$ cat src/rtl/core/rds_pkg.sv
`default_nettype none

package rds_pkg;

  // fixed widths of the channel fields
  localparam int unsigned DUR_W       = 32;
  localparam int unsigned COUNT_OUT_W = 32;
  localparam int unsigned MEAN_OUT_W  = 48;
  localparam int unsigned VAR_W       = 64;
  localparam int unsigned VALUE_W     = 32;

  // action codes
  localparam logic ACT_CLOSE   = 1'b0;
  localparam logic ACT_PARTIAL = 1'b1;

  typedef struct packed {
    logic             action;
    logic [DUR_W-1:0] duration;
  } sample_t;

  typedef struct packed {
    logic [COUNT_OUT_W-1:0] sample_count;
    logic [MEAN_OUT_W-1:0]  mean_value;
    logic [VAR_W-1:0]       variance_value;
    logic [VALUE_W-1:0]     min_value;
    logic [VALUE_W-1:0]     max_value;
    logic                   pending_flag;
    logic [VALUE_W-1:0]     pending_sum;
  } result_t;

  typedef enum logic [3:0] {
    S_IDLE,
    S_PREP,
    S_MEAN_GO,
    S_MEAN_WAIT,
    S_MUL_GO,
    S_MUL_WAIT,
    S_ACC,
    S_VAR_GO,
    S_VAR_WAIT,
    S_FINISH
  } state_e;

endpackage

`default_nettype wire

$ cat src/rtl/core/rds_stream_if.sv
`default_nettype none

interface rds_stream_if #(
  parameter type payload_t = logic
);
  logic     valid;
  logic     ready;
  payload_t payload;

  modport source (output valid, output payload, input ready);
  modport sink   (input valid, input payload, output ready);
endinterface

`default_nettype wire

$ cat src/rtl/core/rds_div.sv
`default_nettype none

// restoring divider, one quotient bit per cycle
module rds_div #(
  parameter int unsigned DW = 64,
  parameter int unsigned VW = 32
) (
  input  wire logic          clk_i,
  input  wire logic          rst_ni,
  input  wire logic          start_i,
  input  wire logic [DW-1:0] dividend_i,
  input  wire logic [VW-1:0] divisor_i,
  output logic               done_o,
  output logic      [DW-1:0] quotient_o
);
  localparam int unsigned CW = $clog2(DW + 1);

  logic          busy_q, busy_d;
  logic          done_q, done_d;
  logic [CW-1:0] cnt_q, cnt_d;
  logic [DW-1:0] quo_q, quo_d;
  logic [VW-1:0] rem_q, rem_d;
  logic [VW-1:0] dsr_q, dsr_d;
  logic [VW:0]   trial;
  logic [VW:0]   diff;
  logic          ge;

  assign trial = {rem_q, quo_q[DW-1]};
  assign diff  = trial - {1'b0, dsr_q};
  assign ge    = trial >= {1'b0, dsr_q};

  always_comb begin
    busy_d = busy_q;
    done_d = 1'b0;
    cnt_d  = cnt_q;
    quo_d  = quo_q;
    rem_d  = rem_q;
    dsr_d  = dsr_q;
    if (start_i) begin
      busy_d = 1'b1;
      cnt_d  = CW'(DW);
      quo_d  = dividend_i;
      rem_d  = '0;
      dsr_d  = divisor_i;
    end else if (busy_q) begin
      quo_d = {quo_q[DW-2:0], ge};
      rem_d = ge ? diff[VW-1:0] : trial[VW-1:0];
      cnt_d = cnt_q - CW'(1);
      if (cnt_q == CW'(1)) begin
        busy_d = 1'b0;
        done_d = 1'b1;
      end
    end
  end

  always_ff @(posedge clk_i or negedge rst_ni) begin
    if (!rst_ni) begin
      busy_q <= 1'b0;
      done_q <= 1'b0;
      cnt_q  <= '0;
    end else begin
      busy_q <= busy_d;
      done_q <= done_d;
      cnt_q  <= cnt_d;
    end
  end

  always_ff @(posedge clk_i) begin
    quo_q <= quo_d;
    rem_q <= rem_d;
    dsr_q <= dsr_d;
  end

  assign done_o     = done_q;
  assign quotient_o = quo_q;
endmodule

`default_nettype wire

$ cat src/rtl/core/rds_mul.sv
`default_nettype none

// shift-add multiplier, one multiplier bit per cycle
module rds_mul #(
  parameter int unsigned W = 48
) (
  input  wire logic           clk_i,
  input  wire logic           rst_ni,
  input  wire logic           start_i,
  input  wire logic [W-1:0]   a_i,
  input  wire logic [W-1:0]   b_i,
  output logic                done_o,
  output logic      [2*W-1:0] product_o
);
  localparam int unsigned CW = $clog2(W + 1);

  logic           busy_q, busy_d;
  logic           done_q, done_d;
  logic [CW-1:0]  cnt_q, cnt_d;
  logic [W-1:0]   a_q, a_d;
  logic [2*W-1:0] p_q, p_d;
  logic [W:0]     sum;

  assign sum = {1'b0, p_q[2*W-1:W]} + (p_q[0] ? {1'b0, a_q} : '0);

  always_comb begin
    busy_d = busy_q;
    done_d = 1'b0;
    cnt_d  = cnt_q;
    a_d    = a_q;
    p_d    = p_q;
    if (start_i) begin
      busy_d = 1'b1;
      cnt_d  = CW'(W);
      a_d    = a_i;
      p_d    = {{W{1'b0}}, b_i};
    end else if (busy_q) begin
      p_d   = {sum, p_q[W-1:1]};
      cnt_d = cnt_q - CW'(1);
      if (cnt_q == CW'(1)) begin
        busy_d = 1'b0;
        done_d = 1'b1;
      end
    end
  end

  always_ff @(posedge clk_i or negedge rst_ni) begin
    if (!rst_ni) begin
      busy_q <= 1'b0;
      done_q <= 1'b0;
      cnt_q  <= '0;
    end else begin
      busy_q <= busy_d;
      done_q <= done_d;
      cnt_q  <= cnt_d;
    end
  end

  always_ff @(posedge clk_i) begin
    a_q <= a_d;
    p_q <= p_d;
  end

  assign done_o    = done_q;
  assign product_o = p_q;
endmodule

`default_nettype wire

$ cat src/rtl/core/running_duration_statistics.sv
`default_nettype none

// channel    dir  modport  payload            transfer
// sample_i   in   sink     action, duration   valid && ready
// result_o   out  source   seven stat fields  valid && ready
//
// a partial item goes to S_FINISH, then to the output register; the next item transfers in S_IDLE
// a closing item runs through two passes of the bit-serial divider (mean step, variance)
// and one of the shift-add multiplier; below two samples the variance pass is skipped
// reset clears all statistics at once, no sweep
// a result waits in the output register; a new item is taken meanwhile and its own
// result holds in the last step until the register frees up
module running_duration_statistics #(
  parameter int unsigned SAMPLE_BITS = 32,
  parameter int unsigned FRAC_BITS   = 16,
  parameter int unsigned COUNT_BITS  = 32
) (
  input  wire logic   clk_i,
  input  wire logic   rst_ni,
  rds_stream_if.sink   sample_i,
  rds_stream_if.source result_o
);
  import rds_pkg::*;

  localparam int unsigned SB = SAMPLE_BITS;
  localparam int unsigned CB = COUNT_BITS;
  localparam int unsigned MW = SAMPLE_BITS + FRAC_BITS;
  localparam int unsigned DW = (MW > VAR_W) ? MW : VAR_W;
  localparam int unsigned PW = 2 * MW;
  localparam int unsigned XW = (PW > VAR_W) ? PW : VAR_W;
  localparam int unsigned EW = (SB > DUR_W) ? SB : DUR_W;

  state_e state_q, state_d;

  logic          in_ready;
  logic          div_start;
  logic          div_sel_var;
  logic          mul_start;
  logic          out_load;

  logic [CB-1:0]    count_q;
  logic [MW-1:0]    mean_q;
  logic [VAR_W-1:0] sq_q;
  logic [VAR_W-1:0] var_q;
  logic [SB-1:0]    min_q;
  logic [SB-1:0]    max_q;
  logic [SB-1:0]    partial_q;

  logic [SB-1:0]    x_q;
  logic [MW-1:0]    e1_q;
  logic             up_q;
  logic [VAR_W-1:0] prod_q;

  result_t res_q;
  logic    out_valid_q;

  logic [EW-1:0] dur_ext;
  logic [SB-1:0] d_sat;
  logic [SB:0]   part_sum;
  logic [SB:0]   close_sum;
  logic          accept;
  logic          count_ge2;

  logic [MW-1:0] big;
  logic [MW-1:0] e1;
  logic [MW-1:0] e2;
  logic [MW-1:0] step;
  logic          big_ge;

  logic [DW-1:0]   div_dividend;
  logic [CB-1:0]   div_divisor;
  logic            div_done;
  logic [DW-1:0]   div_quo;
  logic            mul_done;
  logic [PW-1:0]   mul_prod;
  logic [PW-1:0]   prod_sh;
  logic [XW-1:0]   prod_ext;
  logic            prod_ovf;
  logic [VAR_W:0]  sq_sum;

  assign accept = sample_i.valid && in_ready;

  // clamp the duration to the sample range
  assign dur_ext   = EW'(sample_i.payload.duration);
  assign d_sat     = ((dur_ext >> SB) != '0) ? '1 : dur_ext[SB-1:0];
  assign part_sum  = {1'b0, partial_q} + {1'b0, d_sat};
  assign close_sum = {1'b0, d_sat} + {1'b0, partial_q};

  assign big    = MW'(x_q) << FRAC_BITS;
  assign big_ge = big >= mean_q;
  assign e1     = big_ge ? big - mean_q : mean_q - big;
  assign e2     = up_q ? big - mean_q : mean_q - big;
  assign step   = div_quo[MW-1:0];

  assign count_ge2 = (count_q >> 1) != '0;

  assign div_dividend = div_sel_var ? DW'(sq_q) : DW'(e1_q);
  assign div_divisor  = div_sel_var ? count_q - CB'(1) : count_q;

  // product >> FRAC_BITS, saturated to the error-sum width
  assign prod_sh  = mul_prod >> FRAC_BITS;
  assign prod_ext = XW'(prod_sh);
  assign prod_ovf = (prod_ext >> VAR_W) != '0;

  assign sq_sum = {1'b0, sq_q} + {1'b0, prod_q};

  rds_div #(
    .DW (DW),
    .VW (CB)
  ) u_div (
    .clk_i      (clk_i),
    .rst_ni     (rst_ni),
    .start_i    (div_start),
    .dividend_i (div_dividend),
    .divisor_i  (div_divisor),
    .done_o     (div_done),
    .quotient_o (div_quo)
  );

  rds_mul #(
    .W (MW)
  ) u_mul (
    .clk_i     (clk_i),
    .rst_ni    (rst_ni),
    .start_i   (mul_start),
    .a_i       (e1_q),
    .b_i       (e2),
    .done_o    (mul_done),
    .product_o (mul_prod)
  );

  always_comb begin
    state_d = state_q;
    unique case (state_q)
      S_IDLE: begin
        if (accept) begin
          state_d = (sample_i.payload.action == ACT_PARTIAL) ? S_FINISH : S_PREP;
        end
      end
      S_PREP:      state_d = S_MEAN_GO;
      S_MEAN_GO:   state_d = S_MEAN_WAIT;
      S_MEAN_WAIT: if (div_done) state_d = S_MUL_GO;
      S_MUL_GO:    state_d = S_MUL_WAIT;
      S_MUL_WAIT:  if (mul_done) state_d = S_ACC;
      S_ACC:       state_d = S_VAR_GO;
      S_VAR_GO:    state_d = count_ge2 ? S_VAR_WAIT : S_FINISH;
      S_VAR_WAIT:  if (div_done) state_d = S_FINISH;
      S_FINISH:    if (out_load) state_d = S_IDLE;
      default:     state_d = S_IDLE;
    endcase
  end

  always_comb begin
    in_ready    = 1'b0;
    div_start   = 1'b0;
    div_sel_var = 1'b0;
    mul_start   = 1'b0;
    out_load    = 1'b0;
    unique case (state_q)
      S_IDLE:    in_ready = 1'b1;
      S_MEAN_GO: div_start = 1'b1;
      S_MUL_GO:  mul_start = 1'b1;
      S_VAR_GO: begin
        div_start   = count_ge2;
        div_sel_var = 1'b1;
      end
      S_VAR_WAIT: div_sel_var = 1'b1;
      S_FINISH:   out_load = !out_valid_q || result_o.ready;
      default: begin
      end
    endcase
  end

  always_ff @(posedge clk_i or negedge rst_ni) begin
    if (!rst_ni) begin
      state_q     <= S_IDLE;
      out_valid_q <= 1'b0;
      count_q     <= '0;
      mean_q      <= '0;
      sq_q        <= '0;
      var_q       <= '0;
      min_q       <= '1;
      max_q       <= '0;
      partial_q   <= '0;
    end else begin
      state_q <= state_d;
      if (out_load) begin
        out_valid_q <= 1'b1;
      end else if (result_o.ready) begin
        out_valid_q <= 1'b0;
      end
      if (accept) begin
        if (sample_i.payload.action == ACT_PARTIAL) begin
          partial_q <= part_sum[SB] ? '1 : part_sum[SB-1:0];
        end else begin
          partial_q <= '0;
        end
      end
      if (state_q == S_PREP) begin
        if (count_q != '1) begin
          count_q <= count_q + CB'(1);
        end
        if (x_q < min_q) begin
          min_q <= x_q;
        end
        if (x_q > max_q) begin
          max_q <= x_q;
        end
      end
      if (state_q == S_MEAN_WAIT && div_done) begin
        mean_q <= up_q ? mean_q + step : mean_q - step;
      end
      if (state_q == S_ACC) begin
        sq_q <= sq_sum[VAR_W] ? '1 : sq_sum[VAR_W-1:0];
      end
      if (state_q == S_VAR_GO && !count_ge2) begin
        var_q <= '0;
      end
      if (state_q == S_VAR_WAIT && div_done) begin
        var_q <= div_quo[VAR_W-1:0];
      end
    end
  end

  always_ff @(posedge clk_i) begin
    if (accept && sample_i.payload.action == ACT_CLOSE) begin
      x_q <= close_sum[SB] ? '1 : close_sum[SB-1:0];
    end
    if (state_q == S_PREP) begin
      e1_q <= e1;
      up_q <= big_ge;
    end
    if (state_q == S_MUL_WAIT && mul_done) begin
      prod_q <= prod_ovf ? '1 : prod_ext[VAR_W-1:0];
    end
    if (out_load) begin
      res_q.sample_count   <= COUNT_OUT_W'(count_q);
      res_q.mean_value     <= MEAN_OUT_W'(mean_q);
      res_q.variance_value <= var_q;
      res_q.min_value      <= VALUE_W'(min_q);
      res_q.max_value      <= VALUE_W'(max_q);
      res_q.pending_flag   <= partial_q != '0;
      res_q.pending_sum    <= VALUE_W'(partial_q);
    end
  end

  assign sample_i.ready  = in_ready;
  assign result_o.valid  = out_valid_q;
  assign result_o.payload = res_q;
endmodule

`default_nettype wire

$ cat src/flat_wrapper.sv
// flat-port wrapper written by rule: the top's interface ports become plain ports
module running_duration_statistics_flat import rds_pkg::*;
#(
  parameter int unsigned SAMPLE_BITS = 32,
  parameter int unsigned FRAC_BITS   = 16,
  parameter int unsigned COUNT_BITS  = 32
)
  (clk_i, rst_ni, sample_i_valid, sample_i_payload, sample_i_ready, result_o_valid, result_o_payload, result_o_ready);
  rds_stream_if #(.payload_t(sample_t)) sample_i_i ();
  rds_stream_if #(.payload_t(result_t)) result_o_i ();
  input  wire logic clk_i;
  input  wire logic rst_ni;
  input wire logic [$bits(sample_i_i.valid)-1:0] sample_i_valid;
  input wire logic [$bits(sample_i_i.payload)-1:0] sample_i_payload;
  output wire logic [$bits(sample_i_i.ready)-1:0] sample_i_ready;
  output wire logic [$bits(result_o_i.valid)-1:0] result_o_valid;
  output wire logic [$bits(result_o_i.payload)-1:0] result_o_payload;
  input wire logic [$bits(result_o_i.ready)-1:0] result_o_ready;
  assign sample_i_i.valid = sample_i_valid;
  assign sample_i_i.payload = sample_i_payload;
  assign sample_i_ready = sample_i_i.ready;
  assign result_o_valid = result_o_i.valid;
  assign result_o_payload = result_o_i.payload;
  assign result_o_i.ready = result_o_ready;
  running_duration_statistics #(.SAMPLE_BITS(SAMPLE_BITS), .FRAC_BITS(FRAC_BITS), .COUNT_BITS(COUNT_BITS)) u_core (.clk_i(clk_i), .rst_ni(rst_ni), .sample_i(sample_i_i), .result_o(result_o_i));
endmodule
$ cat config.mk
export PLATFORM = sky130hd
export DESIGN_NAME = running_duration_statistics_flat
export DESIGN_NICKNAME = d
export VERILOG_FILES = /design/src/rtl/core/rds_pkg.sv /design/src/rtl/core/rds_stream_if.sv /design/src/rtl/core/rds_div.sv /design/src/rtl/core/rds_mul.sv /design/src/rtl/core/running_duration_statistics.sv /design/src/flat_wrapper.sv
export SDC_FILE = /design/constraint.sdc
export NUM_CORES = 2
export LEC_CHECK = 0
export ABC_AREA = 1
export BUFFER_PORTS_ARGS = -buffer_cell sky130_fd_sc_hd__buf_2
export CAP_MARGIN = 15
export CORE_MARGIN = 5
export CORE_UTILIZATION = 50
export CTS_CLUSTER_DIAMETER = 50
export DETAILED_ROUTE_END_ITERATION = 10
export GPL_TIMING_DRIVEN = 1
export PLACE_DENSITY_LB_ADDON = 0.12
export SLEW_MARGIN = 20
export SYNTH_ARGS = -nofsm -noshare
export SYNTH_HDL_FRONTEND = slang
export SYNTH_HIERARCHICAL = 1
export SYNTH_SLANG_ARGS = --single-unit
$ cat constraint.sdc
create_clock -name clk_i -period 16.7 [get_ports clk_i]
set_input_delay 5.01 -clock clk_i [delete_from_list [all_inputs] [get_ports clk_i]]
set_output_delay 5.01 -clock clk_i [all_outputs]
set_load 0.05 [all_outputs]
### Word-level counts from Yosys, hierarchy flattened

Index checks and enable logic that the tools add are counted.
Widths: inputs -> output; s select.

* flip-flop bits (word level): 984
* latch bits: 0
* bits in writable memories: 0
* ROM bits: 0
* input port bits: 37
* output and inout port bits: 243
* word-level logic and storage cells: 135
* memories kept: 0

* $add $sub $neg: 12
* $mul: 0
* divide/modulo/power cells: 0
* magnitude comparators: 4
* eq/ne operators: 17
* shifts and indexed selects: 0
* mux-type cells: 47
* bitwise operators: 1
* reductions and logical operators: 22

Operators with widths (number)
* $mux 64: 6
* $mux 48: 6
* $sub 48x48->48: 3
* $mux 32: 4
* $reduce_bool 96->1: 1
* $add 64x64->65: 1
* $reduce_bool 32->1: 2
* $add 48x48->49: 1
* $add 48x48->48: 1
* $ge 48x48->1: 1
* $pmux 4 s10: 1
* $add 32x32->33: 1
* $ge 33x32->1: 1
* $add 32x1->32 const B: 1
* $gt 32x32->1: 1
* $lt 32x32->1: 1
* $ne 32x32->1 const B: 1
* $sub 32x1->32 const B: 1
* $sub 32x32->32: 1
* $mux 4: 6
* $mux 1: 19
* $eq 4x3->1 const B: 4
* $mux 7: 2
* $mux 6: 2
* 19 further kinds: 35

### Longest topological paths before layout

* word-level depth: 5
* mapped depth: 26
* mapped depth without buffers: 26

### Hierarchy

Netlist, hierarchy kept.

Modules (own cells, without submodules)
* running_duration_statistics: instances 1, cells each 6236, area an instance 46330.7 µm², seq. area each 19363.6 µm²
* rds_mul: instances 1, cells each 1473, area an instance 10004.6 µm², seq. area each 4043.9 µm²
* rds_div: instances 1, cells each 1140, area an instance 8344.3 µm², seq. area each 3748.6 µm²

### Worst setup path after synthesis

OpenSTA, ideal clock, no wires.

* path type: input-to-reg
* from: input port result_o_ready
* to: register u_core.res_q, in the netlist u_core/result_o.payload[0], enable pin
* library setup time: 0.847 ns
* arrival time: 14.993 ns
* required time: 15.853 ns
* path slack: 0.859 ns
* cell stages on the path: 2
* path through: nor2_1 > nor2_1

* longest elaborated chain between the ends: 2

Ends and longest elaborated chain
* start, declared: RTL line flat_wrapper.sv:18 `input wire logic [$bits(result_o_i.ready)-1:0] result_o_ready;`
* $logic_or 1x1->1: RTL line running_duration_statistics.sv:168 `S_FINISH: out_load = !out_valid_q || result_o.ready;`
* $mux 1: RTL line running_duration_statistics.sv:159 `unique case (state_q)`
* via u_core.out_load: RTL line running_duration_statistics.sv:39 `logic out_load;`
* end, declared: RTL line running_duration_statistics.sv:54 `result_t res_q;`

The timed path passes the listed nets, and every way through them passes these cells.
A chain may end at the register's enable or synchronous reset.

### Worst setup path after layout

* from: register u_core.state_q[0]
* to: output port sample_i_ready

* longest elaborated chain between the ends: 2

Ends and longest elaborated chain
* start, declared: RTL line running_duration_statistics.sv:33 `state_e state_q, state_d;`
* start signal, assigned: RTL line running_duration_statistics.sv:186 `state_q <= state_d;`
* $logic_not 4->1: RTL line running_duration_statistics.sv:159
* $mux 1: RTL line running_duration_statistics.sv:159
* end, declared: RTL line flat_wrapper.sv:15 `output wire logic [$bits(sample_i_i.ready)-1:0] sample_i_ready;`

No other way between the ends.

==> impl_results.html <==
<table>
<tr><th>Metric</th><th>Value</th></tr>
<tr><th colspan="2">Outcome</th></tr>
<tr><td>Run status</td><td>complete, no violations</td></tr>
<tr><th colspan="2">Synthesis</th></tr>
<tr><td>Synthesis Warnings</td><td>6</td></tr>
<tr><td>Sequential share of the synthesized area</td><td>0.420</td></tr>
<tr><td>Post-synthesis sequential element count</td><td>between 900 and 1000</td></tr>
<tr><td>Primary FF master, synth</td><td>sky130_fd_sc_hd__edfxtp_1</td></tr>
<tr><td>Share of synthesized flip-flops with an asynchronous set or reset</td><td>0.331</td></tr>
<tr><td>Number of enable-type register cells in the synthesized netlist</td><td>approximately 580</td></tr>
<tr><td>Netlist area before placement</td><td>about 65000 µm²</td></tr>
<tr><td>Synth Instances</td><td>approximately 8800</td></tr>
<tr><td>Net count after synthesis</td><td>9263</td></tr>
<tr><td>Average footprint of a synthesized cell</td><td>about 7.3 µm²</td></tr>
<tr><td>Library cells used by synthesis</td><td>between 60 and 70</td></tr>
<tr><th colspan="2">Floorplan</th></tr>
<tr><td>Horizontal extent of the die</td><td>370 µm</td></tr>
<tr><td>Cell row count</td><td>132</td></tr>
<tr><td>Core ar.</td><td>129000 µm²</td></tr>
<tr><td>Die Height</td><td>between 300 and 400 µm</td></tr>
<tr><td>Io pins</td><td>280</td></tr>
<tr><td>Floorplan die area</td><td>between 100000 and 150000 µm²</td></tr>
<tr><td>Starting density of the core</td><td>0.501</td></tr>
<tr><th colspan="2">STA</th></tr>
<tr><td>Period minus WS final</td><td>between 7 and 8 ns</td></tr>
<tr><td>Worst setup margin</td><td>slightly above 9 ns</td></tr>
<tr><td>RSZ-0062 raised after global routing</td><td>false</td></tr>
<tr><td>Hold Worst Slack</td><td>approximately 0.4 ns</td></tr>
<tr><td>Worst-Margin Slew</td><td>1.08 ns</td></tr>
<tr><td>Maximum clock skew at final layout</td><td>about 0.056 ns</td></tr>
<tr><td>Count of final hold-check violations</td><td>0</td></tr>
<tr><td>Final worst path period share</td><td>0.443</td></tr>
<tr><td>Max Transition Viols Final</td><td>0</td></tr>
<tr><td>Max-slew headroom at the worst pin</td><td>0.281</td></tr>
<tr><td>Finish-stage setup viols</td><td>0</td></tr>
<tr><td>Total negative slack</td><td>0 ns</td></tr>
<tr><td>Max Clk Rate</td><td>around 140 MHz</td></tr>
<tr><th colspan="2">Drt</th></tr>
<tr><td>Count of nets left with antenna violations after detail routing</td><td>0</td></tr>
<tr><td>TritonRoute pass-1 iters</td><td>6</td></tr>
<tr><td>WL per Instance</td><td>around 21 µm</td></tr>
<tr><td>Routed wire length</td><td>about 230 mm</td></tr>
<tr><td>Number of remaining DRC errors</td><td>0</td></tr>
<tr><td>DRT iter0 DRCs</td><td>between 5000 and 6000</td></tr>
<tr><td>Via count</td><td>58973</td></tr>
<tr><td>Via density</td><td>around 5.4</td></tr>
<tr><th colspan="2">Layout</th></tr>
<tr><td>Commonest cells after routing, fill and taps aside</td><td>sky130_fd_sc_hd__nand2_1, sky130_fd_sc_hd__inv_1, sky130_fd_sc_hd__nand3_1</td></tr>
<tr><td>Leading cell type in the layout, fill and taps excluded</td><td>sky130_fd_sc_hd__nand2_1</td></tr>
<tr><td>Share of layout cells above drive strength 1</td><td>0.0844</td></tr>
<tr><td>Core occupancy in the finished layout</td><td>0.561</td></tr>
<tr><td>Final net count</td><td>9528</td></tr>
<tr><td>Area growth from synthesis to final layout</td><td>11.9%</td></tr>
<tr><th colspan="2">Power</th></tr>
<tr><td>Static leakage</td><td>36.7 nW</td></tr>
<tr><td>Overall power</td><td>~15 mW</td></tr>
<tr><td>Power per standard cell area</td><td>around 210 nW/µm²</td></tr>
<tr><td>IR Drop Worst-Case VDD</td><td>around 0.00012 V</td></tr>
<tr><th colspan="2">Global route</th></tr>
<tr><td>Global route total overflow</td><td>0</td></tr>
<tr><td>GRT Max-Usage Layer</td><td>met2</td></tr>
<tr><td>Largest net degree at the start of global routing</td><td>~140</td></tr>
<tr><td>Met3 track utilization from global routing</td><td>0.0619</td></tr>
<tr><td>GR Util All Layers</td><td>0.332</td></tr>
<tr><td>Global-route wire length before repair</td><td>343 mm</td></tr>
<tr><td>Initial antenna violation count</td><td>3</td></tr>
<tr><td>Global routing usage on met2</td><td>0.518</td></tr>
<tr><td>Number of global-route vias before repair</td><td>55328</td></tr>
<tr><td>GRT met1 Usage</td><td>0.461</td></tr>
<tr><th colspan="2">Critical path</th></tr>
<tr><td>Critical path class</td><td>register to primary output</td></tr>
<tr><td>Critical path capture point type</td><td>primary output</td></tr>
<tr><td>Largest fanout on the critical path</td><td>8</td></tr>
<tr><td>CP Launch Type</td><td>register</td></tr>
<tr><td>Worst EP required</td><td>between 10 and 15 ns</td></tr>
<tr><td>Signal arrival time at the worst endpoint</td><td>approximately 2.4 ns</td></tr>
<tr><th colspan="2">CTS</th></tr>
<tr><td>Buffer type at the clock tree root</td><td>sky130_fd_sc_hd__clkbuf_16</td></tr>
<tr><td>Count of hold buffers inserted by post-cts repair</td><td>0</td></tr>
<tr><td>Later-pin clock latency in the skew report</td><td>0.77 ns</td></tr>
<tr><td>Inserted Clock Buffers</td><td>135</td></tr>
<tr><td>TritonCTS clock tree</td><td>done</td></tr>
<tr><td>Clock Sink Count</td><td>984</td></tr>
<tr><td>Setup bufs post-CTS</td><td>0</td></tr>
<tr><td>Clock transition at path regs</td><td>around 0.060 ns</td></tr>
<tr><td>Post-CTS resize count</td><td>0</td></tr>
<tr><td>Clk buf depth</td><td>3</td></tr>
<tr><td>Number of levels the H-tree was split into</td><td>4</td></tr>
<tr><th colspan="2">Place</th></tr>
<tr><td>Routability cong.</td><td>0.985</td></tr>
<tr><td>Detailed Place HPWL</td><td>184 mm</td></tr>
<tr><td>Worst slack after detailed placement</td><td>roughly 8.6 ns</td></tr>
<tr><td>Count of port buffers added during placement</td><td>279</td></tr>
<tr><th colspan="2">Min path</th></tr>
<tr><td>Path class of the lowest-slack min-delay path</td><td>register to register</td></tr>
<tr><th colspan="2">Run</th></tr>
<tr><td>Max-cap check violation count</td><td>0</td></tr>
</table>
==> per-layer routing <==
metal	vias to the layer above	part of all wire
met5	-	0
li1	28602	-
met2	2264	0.44
met4	0	0.042
met3	365	0.081
met1	27742	0.44
==> cells in the mapped netlist, drive strengths merged, types with 3 or more instances <==
| master | number | area [µm²] |
|---|---|---|
| nand2 | 3214 | 12200 |
| and2 | 13 | 81.3 |
| dfstp | 32 | 841 |
| clkinv | 5 | 18.8 |
| o211ai | 6 | 45.0 |
| a21oi | 340 | 1730 |
| fa | 6 | 120 |
| a211oi | 4 | 30.0 |
| nand3 | 626 | 3260 |
| o22ai | 4 | 25.0 |
| clkbuf | 134 | 517 |
| xor2 | 153 | 1340 |
| or2 | 20 | 128 |
| nor3 | 77 | 420 |
| ha | 371 | 4640 |
| nor2 | 660 | 2730 |
| o21ai | 388 | 1950 |
| and3 | 7 | 43.8 |
| o31ai | 6 | 45.0 |
| nand3b | 23 | 173 |
| a32o | 4 | 40.0 |
| a22oi | 6 | 65.1 |
| nand4 | 80 | 500 |
| o21bai | 28 | 214 |
| inv | 1452 | 5450 |
| a21o | 20 | 150 |
| buf | 69 | 467 |
| a21boi | 3 | 22.5 |
| xnor2 | 75 | 657 |
| edfxtp | 578 | 17400 |
| a31oi | 8 | 50.1 |
| nor4 | 44 | 275 |
| dfxtp | 80 | 1600 |
| dfrtp | 294 | 7360 |
| o21a | 12 | 90.1 |
==> cell families (layout without fill, tap and decap cells) <==
logic type      Yosys count  count (layout)  share of synthesized area
compound gates          834             834                     0.0696
other cells               0               3                          0
simple gates           4766            4766                      0.306
fa+ha+maj               377             377                     0.0736
xor+xnor                228             228                     0.0309
buf+inv                1660            2039                     0.0998
flops                   984             984                      0.420
==> registers in the layout (all words and copies together) (netlist names), 7 cells and up <==
| signal | cells |
|---|---|
| u_core/e1_q | 48 |
| u_core/var_q | 64 |
| u_core/prod_q | 64 |
| u_core/u_div/dsr_q | 32 |
| u_core/max_q | 32 |
| u_core/result_o.payload | 241 |
| u_core/x_q | 32 |
| u_core/u_div/rem_q | 32 |
| u_core/u_div/quotient_o | 64 |
| u_core/min_q | 32 |
| u_core/u_mul/a_q | 48 |
| u_core/count_q | 32 |
| u_core/sq_q | 64 |
| u_core/mean_q | 48 |
| u_core/u_mul/product_o | 96 |
| u_core/partial_q | 32 |
| u_core/u_div/cnt_q | 7 |
==> critical path: stages (launching register included) <==
cell,delay (ns)
sky130_fd_sc_hd__dfrtp_1,0.48
sky130_fd_sc_hd__nor2_2,0.28
sky130_fd_sc_hd__inv_1,0.14
sky130_fd_sc_hd__nor2_1,0.37
sky130_fd_sc_hd__buf_2,0.35
==> per-stage QoR <==
| step | std cells | instance area (µm²) |
|---|---|---|
| 5_1_grt | 10970 | 72400 |
| 6_report | 10973 | 72400 |
| 4_1_cts | 10969 | 72300 |
| 3_3_place_gp | 10718 | 67800 |
| 2_1_floorplan | 8849 | 64700 |
| 3_5_place_dp | 10718 | 67800 |
==> worst paths after layout <==
kind / start / endpoint / slack [ns] / cells after the start
max reg2reg: u_core/u_div/quotient_o[0] / u_core/mean_q[37] / 11.89 / 18
max: u_core/state_q[0] / sample_i_ready / 9.31 / 4
min: u_core/e1_q[18] / u_core/u_mul/a_q[18] / 0.41 / 0
min in group asynchronous: rst_ni / u_core/sq_q[55] / 4.24 / 1
min reg2reg: u_core/e1_q[18] / u_core/u_mul/a_q[18] / 0.41 / 0
max in group asynchronous: rst_ni / u_core/count_q[4] / 9.50 / 4
==> final cells by class <==
class | count | area [µm²]
Inverter | 1457 | 5470
Sequential cell | 984 | 27200
Clock buffer | 167 | 3680
Timing Repair Buffer | 331 | 1820
Fill cell | 12494 | 56600
Antenna cell | 3 | 7.51
Multi-Input combinational cell | 6205 | 31200
Clock inverter | 84 | 878
Tap cell | 1742 | 2180
==> power breakdown <==
group          internal, mW  switching, mW
logic                  2.39           5.59
clock network          1.70           1.19
registers              3.57          0.772
total                  7.65           7.55
No activity file was read; power rests on OpenSTA's default activity.
